**src/rtl/lzos_pkg.sv**
```systemverilog
`default_nettype none

package lzos_pkg;

  localparam int DEF_NUM_LAYERS = 256;
  localparam int MAX_IDX_W      = 10;
  localparam int GROUP_W        = 16;
  localparam int IN_DATA_W      = 24;
  localparam int OUT_DATA_W     = 32;

  typedef enum logic [1:0] {
    OP_ALLOC = 2'd0,
    OP_SET   = 2'd1,
    OP_FREE  = 2'd2,
    OP_PEEK  = 2'd3
  } op_e;

  typedef struct packed {
    logic                 commit;
    logic                 up;
    logic                 dn;
    logic                 wr;
    logic [MAX_IDX_W-1:0] lo;
    logic [MAX_IDX_W-1:0] hi;
    logic [MAX_IDX_W-1:0] wpos;
  } shift_ctrl_t;

endpackage

`default_nettype wire

```
**src/rtl/lzos_free.sv**
```systemverilog
`default_nettype none

module lzos_free
  import lzos_pkg::*;
#(
  parameter int NUM_LAYERS = DEF_NUM_LAYERS,
  parameter int IDX_W      = 8
) (
  input  wire                   clk_i,
  input  wire  [NUM_LAYERS-1:0] in_use_i,
  output logic                  found_o,
  output logic [IDX_W-1:0]      idx_o
);

  localparam int NG   = (NUM_LAYERS + GROUP_W - 1) / GROUP_W;
  localparam int PAD  = NG * GROUP_W;
  localparam int GI_W = $clog2(GROUP_W);

  logic [PAD-1:0]  free_v;
  logic [NG-1:0]   gfree_d;
  logic [NG-1:0]   gfree_q;
  logic [GI_W-1:0] gidx_d [NG];
  logic [GI_W-1:0] gidx_q [NG];

  assign free_v = PAD'(NUM_LAYERS'(~in_use_i));

  always_comb begin
    for (int g = 0; g < NG; g++) begin
      gfree_d[g] = |free_v[g*GROUP_W +: GROUP_W];
      gidx_d[g]  = '0;
      for (int b = GROUP_W - 1; b >= 0; b--) begin
        if (free_v[g*GROUP_W + b]) begin
          gidx_d[g] = GI_W'(b);
        end
      end
    end
  end

  always_ff @(posedge clk_i) begin
    gfree_q <= gfree_d;
    gidx_q  <= gidx_d;
  end

  always_comb begin
    found_o = 1'b0;
    idx_o   = '0;
    for (int g = NG - 1; g >= 0; g--) begin
      if (gfree_q[g]) begin
        found_o = 1'b1;
        idx_o   = IDX_W'(g * GROUP_W + int'(gidx_q[g]));
      end
    end
  end

endmodule

`default_nettype wire

```
**config.mk**
```make
export PLATFORM = sky130hd
export DESIGN_NAME = lzos_free
export DESIGN_NICKNAME = d
export VERILOG_FILES = /design/src/rtl/lzos_pkg.sv /design/src/rtl/lzos_free.sv
export SDC_FILE = /design/constraint.sdc
export NUM_CORES = 1
export LEC_CHECK = 0
export ABC_CLOCK_PERIOD_IN_PS = 2400
export BUFFER_PORTS_ARGS = -buffer_cell sky130_fd_sc_hd__buf_4
export CORE_MARGIN = 2
export CORE_UTILIZATION = 48
export DETAILED_ROUTE_END_ITERATION = 6
export PLACE_DENSITY_LB_ADDON = 0.3
export SLEW_MARGIN = 0
export SYNTH_ARGS = -nofsm -noshare
export SYNTH_HDL_FRONTEND = slang
export SYNTH_SLANG_ARGS = --single-unit
```
**constraint.sdc**
```tcl
create_clock -name clk_i -period 2.4 [get_ports clk_i]
set_input_delay 0.12 -clock clk_i [delete_from_list [all_inputs] [get_ports clk_i]]
set_output_delay 0.12 -clock clk_i [all_outputs]
set_load 0.005 [all_outputs]
```
==> results by group <==
Run status
  – Status: completed

Routing
  – Antenna Nets Post-Route: 0
  – Via density: 5.486
  – 1st-pass router iterations: 5
  – Routed vias: 6,303
  – Post-route DRC: 0
  – DR WL/cell: 13.51 µm
  – Initial DRC Count: 210
  – Drt total wl: 15,520 µm

Setup path
  – Critical path class: reg2out
  – Arr. time, crit path: 2.07 ns
  – Critical Path Sink Type: output port
  – Critical path launch point type: register
  – CP Max Fanout: 9
  – CP required: 2.28 ns

Clock tree
  – CTS tree: built
  – CTS buffer count: 9
  – Worst-path clk slew: 0.07 ns
  – H-tree Lvls: 3
  – Max clock buf depth: 2
  – Clock root buffer: clkbuf_8
  – Postcts setup bufs: 0
  – CTS sink count: 80

Floorplan
  – Core ar.: 9684 µm²
  – Site Rows: 36
  – DIE AREA: 10,670 µm²
  – DIE WIDTH: 103.3 µm
  – Total I/O pin count: 266
  – Starting Density: 48.89%
  – Die H: 103.3 µm

Logic synthesis
  – Cell variety after synth: 35
  – Yosys warning total: 0
  – Mapped Cells: 681
  – Seq cells post-synth: 80
  – Sequential cell area fraction in the yosys report: 33.83%
  – Async set or reset register ratio after synthesis: 0%
  – Top post-synthesis cells by area: dfxtp_1 (34%), nand2_1 (9.1%), a31oi_1 (7.1%)
  – Top-count cell post-synth: nand2_1
  – Synthesized Nets: 938
  – Proportion of netlist area held by the largest area contributor: 33.83%
  – Post-Syn Area: 4735 µm²
  – Post-synth EDFFs: 0
  – Post-synth top area cell: dfxtp_1
  – Synth cell count leaders: nand2_1 (115), dfxtp_1 (80), nor2_1 (60), inv_1 (55), a31oi_1 (54)
  – Syn avg cell area: 6.952 µm²
  – Predominant post-synthesis flop cell: dfxtp_1

STA
  – Min Tclk post-route: 2.188 ns
  – Worst slew margin: 65.52%
  – Hold Fails Final Rpt: 0
  – Final Max Slew Viols: 0
  – Final period util: 91.17%
  – Final setup violation count: 0
  – Slew of the pin with the lowest slew margin: 0.5160 ns
  – RSZ-0062 raised after global routing: no
  – Fmax: 0.4570 GHz
  – Setup_tns: 0 ns

Place
  – Placed instance area: 6862 µm²
  – Final HPWL from detailed placement: 12,090 µm
  – GPL Wtd Cong: 0.8786
  – Port Buffers: 265

Global routing
  – GRT overflow: 0
  – Gr usage total: 27.25%
  – First-pass GRT wire length: 23,650 µm
  – Largest net degree at the start of global routing: 13
  – Vias in the first global route: 5,858
  – Initial antenna violation count: 0

Pwr
  – PnR Total Power: 0.003220 W
  – Leak Pwr: 3.391 nW
  – Worst IR Drop VDD: 0.3079 mV
  – Power per cell area: 419.0 nW/µm²

Min path
  – HP Class: in2reg

Run
  – Max cap viols: 0

Cells and area
  – Final Cell Area: 7684 µm²
  – Fillers: 693
  – Synthesis-to-layout area growth: 62.29%
  – Final Util: 79.34%
  – Final nets: 1,269
  – ANT cells: 0
  – Layout cells sized above 1: 27.66%
[metal layers]
metal  up-vias  part of all wire [%]  GRT usage [%]  routed length [µm]
li1       3179                     -              -                   -
met1      2850                    39          28.92                6078
met2       240                    52          53.20                8063
met3        34                   6.8          4.906                1052
met4         0                   2.1          10.02                 326
met5         -                     0              0                   0
[timing repair]
action / in CTS / in global routing
endpoints found under the hold margin: 30 / 1
hold buffers: 58 / 2
gates resized for setup: 0 / 1
endpoints found under the setup margin: 0 / 1
[state kept, by name, summed over array words and instances (netlist names)]
name     cells
gfree_q     16
gidx_q      64
[path summary, 6_finish.rpt]
check	cells after the start	from	end	slack, ns
setup / recovery	6	gfree_q[11]	idx_o[4]	0.21
hold / removal	2	in_use_i[131]	gidx_q[28]	0.01
[where the power goes]
group / switching (W) / internal (W)
Clock: 0.000440 / 0.000635
Combinational: 0.000306 / 0.000450
Sequential: 0.0000174 / 0.00137
[cell usage in the layout, fill, tap and decap left out, drive strengths merged]
cell | Yosys | routed
and4b | 1 | 1
a21boi | 16 | 16
nand2 | 115 | 115
o311ai | 1 | 1
or3 | 1 | 1
o22ai | 6 | 6
buf | 3 | 265
clkinv | 0 | 1
nand4 | 48 | 48
o31ai | 3 | 3
a221o | 1 | 1
clkbuf | 2 | 12
o211ai | 36 | 36
nand3 | 32 | 32
nor4 | 1 | 1
a22oi | 6 | 6
o2111ai | 4 | 4
inv | 55 | 55
a31oi | 54 | 54
a211oi | 1 | 1
or2 | 2 | 2
dlygate4sd3 | 0 | 60
nand2b | 9 | 9
nor3 | 35 | 35
a211o | 2 | 2
a31o | 1 | 1
a2111oi | 1 | 1
dfxtp | 80 | 80
nor2 | 60 | 60
a221oi | 6 | 6
o221ai | 1 | 1
o21ai | 51 | 51
a21oi | 23 | 23
bufinv | 0 | 2
nor2b | 24 | 24
[layout make-up]
class                   instances  area [µm²]  area share, %
clock buffers                  12       155.1          2.019
clock inverters                 3       65.06         0.8468
inverters                      55       206.4          2.687
multi-input cells             541        2899          37.73
flip-flops and latches         80        1602          20.84
well taps                     133       166.4          2.166
repair buffers                325        2590          33.71
[logic make-up (layout without fill, tap and decap cells)]
| logic type | count (synthesis) | in the layout | synth area share (%) |
|---|---|---|---|
| and+or+nand+nor | 328 | 328 | 32.45 |
| DFF | 80 | 80 | 33.83 |
| buffers and inverters | 60 | 395 | 4.968 |
| AOI/OAI and AO/OA | 213 | 213 | 28.75 |
[critical path, stage by stage (launching register included)]
cell	delay [ns]
dfxtp_1	0.47
nor2b_1	0.17
nor3_1	0.06
a2111oi_1	0.55
nor4_1	0.10
nor3_1	0.22
buf_4	0.15
[through the flow]
| stage | instances | setup WS [ns] | hold slack [ns] |
|---|---|---|---|
| 4_1_cts | 1147 | 0.1873 | 0.00008848 |
| 2_1_floorplan | 681 | 0.9555 | 0.2179 |
| 3_3_place_gp | 1074 | 0.6493 | 0.3263 |
| 6_report | 1149 | 0.2119 | 0.01048 |
| 5_1_grt | 1149 | 0.008493 | 0.001870 |
| 3_5_place_dp | 1074 | 0.6534 | 0.3239 |
(Power assumes the default switching activity.)
