`config.mk`:
```
export PLATFORM = sky130hd
export DESIGN_NAME = lzos_cell
export DESIGN_NICKNAME = d
export VERILOG_FILES = /design/src/rtl/lzos_pkg.sv /design/src/rtl/lzos_cell.sv
export SDC_FILE = /design/constraint.sdc
export NUM_CORES = 1
export LEC_CHECK = 0
export ABC_AREA = 1
export BUFFER_PORTS_ARGS = -buffer_cell sky130_fd_sc_hd__buf_2
export CAP_MARGIN = 20
export CORE_ASPECT_RATIO = 1.1
export CORE_UTILIZATION = 30
export DETAILED_ROUTE_END_ITERATION = 10
export MAX_ROUTING_LAYER = met4
export PLACE_DENSITY = 0.8
export SYNTH_ARGS = -nofsm -noshare
export SYNTH_HDL_FRONTEND = slang
export SYNTH_SLANG_ARGS = --single-unit
```
`constraint.sdc`:
```
create_clock -name clk_i -period 1.3 [get_ports clk_i]
set_input_delay 0 -clock clk_i [delete_from_list [all_inputs] [get_ports clk_i]]
set_output_delay 0 -clock clk_i [all_outputs]
set_load 0.03 [all_outputs]
```
`src/rtl/lzos_pkg.sv`:
```
`default_nettype none

package lzos_pkg;

  localparam int DEF_NUM_LAYERS = 256;
  localparam int MAX_IDX_W      = 10;
  localparam int GROUP_W        = 16;
  localparam int IN_DATA_W      = 24;
  localparam int OUT_DATA_W     = 32;

  typedef enum logic [1:0] {
    OP_ALLOC = 2'd0,
    OP_SET   = 2'd1,
    OP_FREE  = 2'd2,
    OP_PEEK  = 2'd3
  } op_e;

  typedef struct packed {
    logic                 commit;
    logic                 up;
    logic                 dn;
    logic                 wr;
    logic [MAX_IDX_W-1:0] lo;
    logic [MAX_IDX_W-1:0] hi;
    logic [MAX_IDX_W-1:0] wpos;
  } shift_ctrl_t;

endpackage

`default_nettype wire

```
`src/rtl/lzos_cell.sv`:
```
`default_nettype none

module lzos_cell
  import lzos_pkg::*;
#(
  parameter int IDX   = 0,
  parameter int IDX_W = 8,
  parameter int VC_W  = 9
) (
  input  wire              clk_i,
  input  shift_ctrl_t      ctrl_i,
  input  wire  [IDX_W-1:0] left_i,
  input  wire  [IDX_W-1:0] right_i,
  input  wire  [IDX_W-1:0] wslot_i,
  input  wire  [IDX_W-1:0] key_i,
  input  wire  [VC_W-1:0]  vis_i,
  output logic             match_o,
  output logic [IDX_W-1:0] data_o
);

  localparam logic [MAX_IDX_W-1:0] POS  = MAX_IDX_W'(IDX);
  localparam logic [MAX_IDX_W-1:0] PREV = MAX_IDX_W'((IDX == 0) ? 0 : IDX - 1);
  localparam logic [VC_W-1:0]      POS_VC = VC_W'(IDX);

  logic [IDX_W-1:0] data_q;
  logic [IDX_W-1:0] data_d;
  logic             take_left;
  logic             take_right;

  assign take_left  = ctrl_i.up && (IDX != 0) && (PREV >= ctrl_i.lo) && (PREV <= ctrl_i.hi);
  assign take_right = ctrl_i.dn && (POS >= ctrl_i.lo) && (POS < ctrl_i.hi);

  always_comb begin
    data_d = data_q;
    if (ctrl_i.commit) begin
      priority if (ctrl_i.wr && (POS == ctrl_i.wpos)) begin
        data_d = wslot_i;
      end else if (take_left) begin
        data_d = left_i;
      end else if (take_right) begin
        data_d = right_i;
      end else begin
        data_d = data_q;
      end
    end
  end

  always_ff @(posedge clk_i) begin
    data_q <= data_d;
  end

  assign match_o = (POS_VC < vis_i) && (data_q == key_i);
  assign data_o  = data_q;

endmodule

`default_nettype wire

```
==> results.md, run 1 <==
* Status: completed
* Final antenna-violating net count at 0
* Syn Inst Count at 84
* GP Congestion at 0.667
* Antenna cells at 0
* Grt ovf at 0
* Simple-gate share of the synthesized area at 47.2%
* HPWL after detailed placement at ~1400 µm
* Number of I/O port buffers at 75
* Hold Crit Depth at 3
* Leak at approximately 0.61 nW
* Layout cells sized above 1 at about 54%
* Hold Path End: data_o[3]
* DIE AREA at 0.00230 mm²
* Ys flop type: edfxtp_1
* Global-route wire length before repair at between 2000 and 2500 µm
* Pwr dens at 562 mW/mm²
* Core footprint at 0.00200 mm²
* PnR worst setup slack at 0.0501 ns
* Distinct cells, synth at 15
* Row count at 17
* Yosys warning count at 0
* Fin crit period at 1.25 ns
* Initial core utilization at 31.7%
* Vias in the first global route at 753
* CTS Buf Count at 3
* VDD IR max at roughly 0.00024 V
* CTS tree: done
* Fmax at ~0.8 GHz
* Critical path launch point type: flop
* CTS root buffer: clkbuf_4
* Post-Route WL at 1500 µm
* Storage element area at 240 µm²
* MaxCap Viol Count at 0
* Critical path class: flop to output pin
* Ys async rst share at 0%
* Clk slew on worst S/H paths at 0.05 ns
* Relative slew slack at 88.4%
* DRC Markers at 0
* Final period utilization at 96.1%
* Number of antenna violations at the first check in global routing at 0
* Fin. Hold Viols at 0
* CP max FO at 2
* Horiz. Die Dim at 45.8 µm
* Post-synthesis xor/xnor area fraction at 11.1%
* # clock sinks at 8
* Worst-Margin Slew at 0.173 ns
* Routed len/inst at 7.81 µm
* Worst hold path type: input pin to flop
* Nets at 242
* Top-count cell post-synth: nand2_1
* Sequential area share after synthesis at 37.9%
* Placed Area at 0.00106 mm²
* EDFF count, synth at 8
* Final Slew Violations at 0
* Syn-to-layout area delta at 72.1%
* Complex-gate fraction of the synthesized area at 0%
* Largest family of logic cells by synthesized area: simple AND/OR/NAND/NOR gates
* RSZ-0062 raised after global routing: true
* Top-area cell type share of the netlist area at 37.9%
* Max clock buf depth at 2
* Overall Power at 0.612 mW
* Avg Inst Size Synth at 7.54 µm²
* CP endpoint kind: output pin
* Final setup fails at 0
* Post-CTS Setup Bufs at 0
* Hold Startpoint: right_i[3]
* Ranking of synthesized cells by area: edfxtp_1 (38%), nand2_1 (18%), nor2_1 (12%)
* Worst EP arrival at 1.25 ns
* Mapped Area at 633 µm²
* Register bit total from synthesis at 8
* Total track usage at 13.8%
* Post-synth top cells: nand2_1 (30), nor2_1 (20), edfxtp_1 (8)
* Via Count at between 800 and 900
* CP Data Required Time at 1.30 ns
* Hold slack at 0.0193 ns
* Die H at 50.2 µm
* Area of the multi-input gates at 372 µm²
* Post-Synth Adder-Cell Area at 0%
* # IOs at 85
* Post-synthesis mux area share at 0%
* # H-tree levels at 1
* Pre-Repair DR Iteration Count at 4
* Initial DRC Count at 7
* Fillers at 210
* Vias per inst at 4.22
* Setup TNS at 0 ns
* Post-route cell area at 0.00109 mm²
* Pin count of the biggest net entering global routing at 9
* Net Count, Synth at 160
* Max reg flops at 8
* Pre-CTS setup slack at 0.171 ns
* Area leader, netlist: edfxtp_1
* Hold_buf cts at 0
## worst max path at each step
stage	start	endpoint	slack (ns)	cells past startpoint
after global placement	ctrl_i[9]	data_o[0]	0.19	7
after detailed placement	ctrl_i[7]	data_o[0]	0.17	7
final	data_o[3]	match_o	0.05	5
after floorplan	data_o[3]	match_o	0.12	4
after global routing	data_o[6]	match_o	-0.01	5
after CTS	data_o[3]	match_o	0.02	5
## cells in the final DEF (no fill, tap or decap), drive strengths merged
cell    count
and2        1
buf        77
clkbuf      3
edfxtp      8
inv         5
nand2      30
nand3       2
nand4       3
nor2       26
nor3        1
xnor2       4
xor2        4
## layout make-up
cell class                 count  area share (%)
inverter                       5            2.18
clock buffer                   3            2.07
multi-input combinational     71            34.1
sequential                     8            22.0
tap                           28            3.21
timing repair buffer          77            36.4
## where the power goes
part / switching, mW / leakage, nW / internal, mW / total (mW)
clock network: 0.0723 / 0.0138 / 0.105 / 0.177
logic: 0.0573 / 0.520 / 0.0931 / 0.150
registers: 0.000100 / 0.0719 / 0.284 / 0.285
total: 0.130 / 0.606 / 0.482 / 0.612
## logic make-up after synthesis
kind of cell / Yosys count
simple gates: 63
flops: 8
xor+xnor: 8
buf+inv: 5
## worst max-delay path, cell delays in order, from the launching register on
cell and delay [ns]:
edfxtp_1 0.40, xor2_1 0.16, nor2_1 0.12, nand3_1 0.10, nor2_2 0.10, buf_6 0.13
## timing repair
action                     in CTS  in global routing
gates resized for setup         1                  1
cloned                          0                  0
setup endpoints to repair       1                  1
## metrics by stage
step | std cells | utilization, %
global route | 192 | 54.5
detailed placement | 189 | 53.1
finish | 192 | 54.5
CTS | 192 | 54.3
floorplan | 84 | -
global placement | 189 | 53.1
## per-layer routing
metal	share of wire [%]	global-route usage (%)
met5	0	-
met4	1.3	7.35
met1	31	6.79
met3	11	0
met2	57	33.6
(Power assumes the default switching activity.)
==> run 2, diff against run 1 <==
--- a/config.mk
+++ b/config.mk
@@ -5,11 +5,11 @@
 export SDC_FILE = /design/constraint.sdc
 export NUM_CORES = 1
 export LEC_CHECK = 0
-export ABC_AREA = 1
+export ABC_AREA = 0
 export BUFFER_PORTS_ARGS = -buffer_cell sky130_fd_sc_hd__buf_2
 export CAP_MARGIN = 20
 export CORE_ASPECT_RATIO = 1.1
-export CORE_UTILIZATION = 30
+export CORE_UTILIZATION = 28
 export DETAILED_ROUTE_END_ITERATION = 10
 export MAX_ROUTING_LAYER = met4
 export PLACE_DENSITY = 0.8
==> run 2 against run 1 <==
Synthesized cell count shrank 48%. Global-route usage grew 1.1 points. Cell count shrank 21%. Power shrank 1.7%. Wire length grew 0.47%. Worst hold slack gained 0.039 ns. Count of clock-buffer cells in the layout is the same. Worst setup slack lost 0.050 ns. Critical path depth shrank 1. Fmax shrank 3.8%. Critical path type unchanged.
==> results.md, run 2 <==
* Psw at 0.116 mW (-10%)
* Fillers at 179 (-15%)
* Pwr dens at 582 mW/mm² (+3.7%)
* Post-Route WL at 1510 µm (+0.47%)
* Post-route cell area at 0.00103 mm² (-5.2%)
* Area of the multi-input gates at 340 µm² (-8.4%)
* Worst-path cell chain: xnor2_1 > nand4_1 > nor3_2 > buf_4
* Cell family with most CP delay: flip-flops
* Final Slew Violations at 0 (unchanged)
* Worst hold path type: input pin to flop
* Max clock buf depth at 2 (unchanged)
* Core footprint at 0.00184 mm² (-7.9%)
* DRC Markers at 0 (unchanged)
* Most common cell after layout, fill and taps aside: buf_2
* Register bit total from synthesis at 8 (unchanged)
* Mapped Area at 564 µm² (-11%)
* Core Util, Final at 56.1% (+1.6 points)
* Initial DRC Count at 2 (-5)
* CP endpoint kind: output pin
* Routed len/inst at 9.97 µm (+28%)
* Placed Area at 993 µm² (-6.4%)
* Die H at 49.1 µm (-2.2%)
* Placed cells at 147 (-22%)
* Number of antenna violations at the first check in global routing at 0 (unchanged)
* Net Count, Synth at 120 (-25%)
* Relative slew slack at 78.7% (-9.8 points)
* # IOs at 85 (unchanged)
* PnR worst setup slack at 0.000153 ns (-0.0500 ns)
* RSZ-0062 raised after global routing: true
* Max reg flops at 8 (unchanged)
* Switching part of the total power at 19.3% (-1.9 points)
* Fin crit period at 1.30 ns (+0.0500 ns)
* GP Congestion at 0.778 (+17%)
* Storage element area at 240 µm² (unchanged)
* Area leader, netlist: edfxtp_1
* Worst EP arrival at 1.30 ns (+0.05 ns)
* Fmax at 0.769 GHz (-3.8%)
* Clk slew on worst S/H paths at 0.05 ns (about the same)
* Pre-Repair DR Iteration Count at 3 (-1)
* Syn-to-layout area delta at 83.1%
* CTS Buf Count at 3 (unchanged)
* Nets at 202 (-17%)
* Final period utilization at 100% (+3.8 points)
* DIE AREA at 0.00220 mm² (-4.3%)
* Seq pwr share at 47.3% (+0.8 points)
* Top-area cell type share of the netlist area at 42.6% (+4.6 points)
* Horiz. Die Dim at 44.8 µm (-2.2%)
* Row count at 16 (-1)
* Pin count of the biggest net entering global routing at 10 (+1)
* Syn Inst Count at 44 (-48%)
* Initial core utilization at 30.6% (-1.0 points)
* CTS root buffer: clkbuf_4
* Comb pwr share at 23.8% (-0.8 points)
* Critical path launch point type: flop
* # clock sinks at 8 (unchanged)
* Distinct cells, synth at 16 (+1)
* MaxCap Viol Count at 0 (unchanged)
* CP Data Required Time at 1.30 ns (about the same)
* Yosys warning count at 0 (unchanged)
* Final setup fails at 0 (unchanged)
* Pre-CTS setup slack at -0.146 ns (-0.317 ns)
* Hold_buf cts at 0 (unchanged)
* Layout Cells excl Fill at 151 (-21%)
* Grt ovf at 0 (unchanged)
* Vias in the first global route at 652 (-13%)
* Crit path largest cell delay at 0.41 ns (about the same)
* EDFF count, synth at 8 (unchanged)
* Buf+Inv Stages, Crit Path at 1 (unchanged)
* Ys flop type: edfxtp_1
* Antenna cells at 0 (unchanged)
* Clk pwr share at 28.9% (about the same)
* Status: completed
* Critical path class: flop to output pin
* Ys async rst share at 0% (unchanged)
* Setup TNS at 0 ns (unchanged)
* Slowest-stage cell, CP: edfxtp_1
* Leak at 0.477 nW (-21%)
* Hold slack at 0.0581 ns (+0.0388 ns)
* Worst-Margin Slew at 0.318 ns (+0.144 ns)
* Avg Inst Size Synth at 12.8 µm² (+70%)
* Most frequent cells in the layout: buf_2 (74), mux2_2 (8), edfxtp_1 (8)
* Post-synth top cells: edfxtp_1 (8), mux2_2 (8), xnor2_1 (8)
* Ranking of synthesized cells by area: edfxtp_1 (43%), mux2_2 (16%), xnor2_1 (12%)
* CP max FO at 2 (unchanged)
* Vias per inst at 4.51 (+6.9%)
* Total track usage at 15.0% (+1.1 points)
* Number of I/O port buffers at 75 (unchanged)
* CTS tree: done
* Sequential area share after synthesis at 42.6% (+4.6 points)
* # H-tree levels at 1 (unchanged)
* Fin. Hold Viols at 0 (unchanged)
* Final antenna-violating net count at 0 (unchanged)
* Layout cells sized above 1 at 75.8% (+22 points)
* VDD IR max at 0.000243 V (+1.1%)
* Via Count at 681 (-16%)
* Overall Power at 0.602 mW (-1.7%)
* Global-route wire length before repair at 2350 µm (+3.0%)
* Int Pwr at 0.485 mW (+0.63%)
## run 2: cell count changes after synthesis, sizes merged
cell	delta
nand2	-29
nor2	-25
mux2	+8
nor4	+5
inv	-4
xnor2	+4
xor2	-4
or4	+3
and2	-1
nand4	-1
nor3	+1
nor4b	+1
o32ai	+1
or3	+1
## run 2: what timing repair did
| action | CTS | global route |
|---|---|---|
| pin swaps | 0 | 4 |
| endpoints found under the setup margin | 1 | 1 |
| gates resized for setup | 1 | 1 |
| setup buffers | 0 | 1 |
## run 2: cell type report
cell class                      count  area share, %
Timing Repair Buffer               77           38.0
Clock buffer                        3           2.18
Multi-Input combinational cell     35           32.9
Tap cell                           27           3.27
Inverter                            1          0.363
Sequential cell                     8           23.2
## run 2: layer usage
| layer | wire length, µm | share of wire [%] | track usage, % |
|---|---|---|---|
| met3 | 201 | 13 | 1.11 |
| met4 | 19 | 1.3 | 9.09 |
| met5 | 0 | 0 | - |
| met1 | 529 | 35 | 13.8 |
| met2 | 755 | 50 | 28.2 |
## run 2: final timing paths
kind | start | to | slack [ns] | cells after the start
setup / recovery | data_o[0] | match_o | 0.0002 | 4
hold / removal | wslot_i[3] | data_o[3] | 0.06 | 2
## run 2: cells by family after synthesis
group,synth area share [%]
AND/OR/NAND/NOR,26.8
XOR/XNOR,12.4
multiplexers,16.0
flip-flops,42.6
AO/OA/AOI/OAI,1.55
buffers and inverters,0.665
## run 2: power by group through the flow
stage,Sequential [mW],Combinational (mW),Clock [mW]
2_1_floorplan,0.290,0.0368,0
3_3_place_gp,0.289,0.139,0
3_5_place_dp,0.289,0.143,0
4_1_cts,0.285,0.143,0.181
5_1_grt,0.284,0.158,0.188
6_report,0.285,0.143,0.174
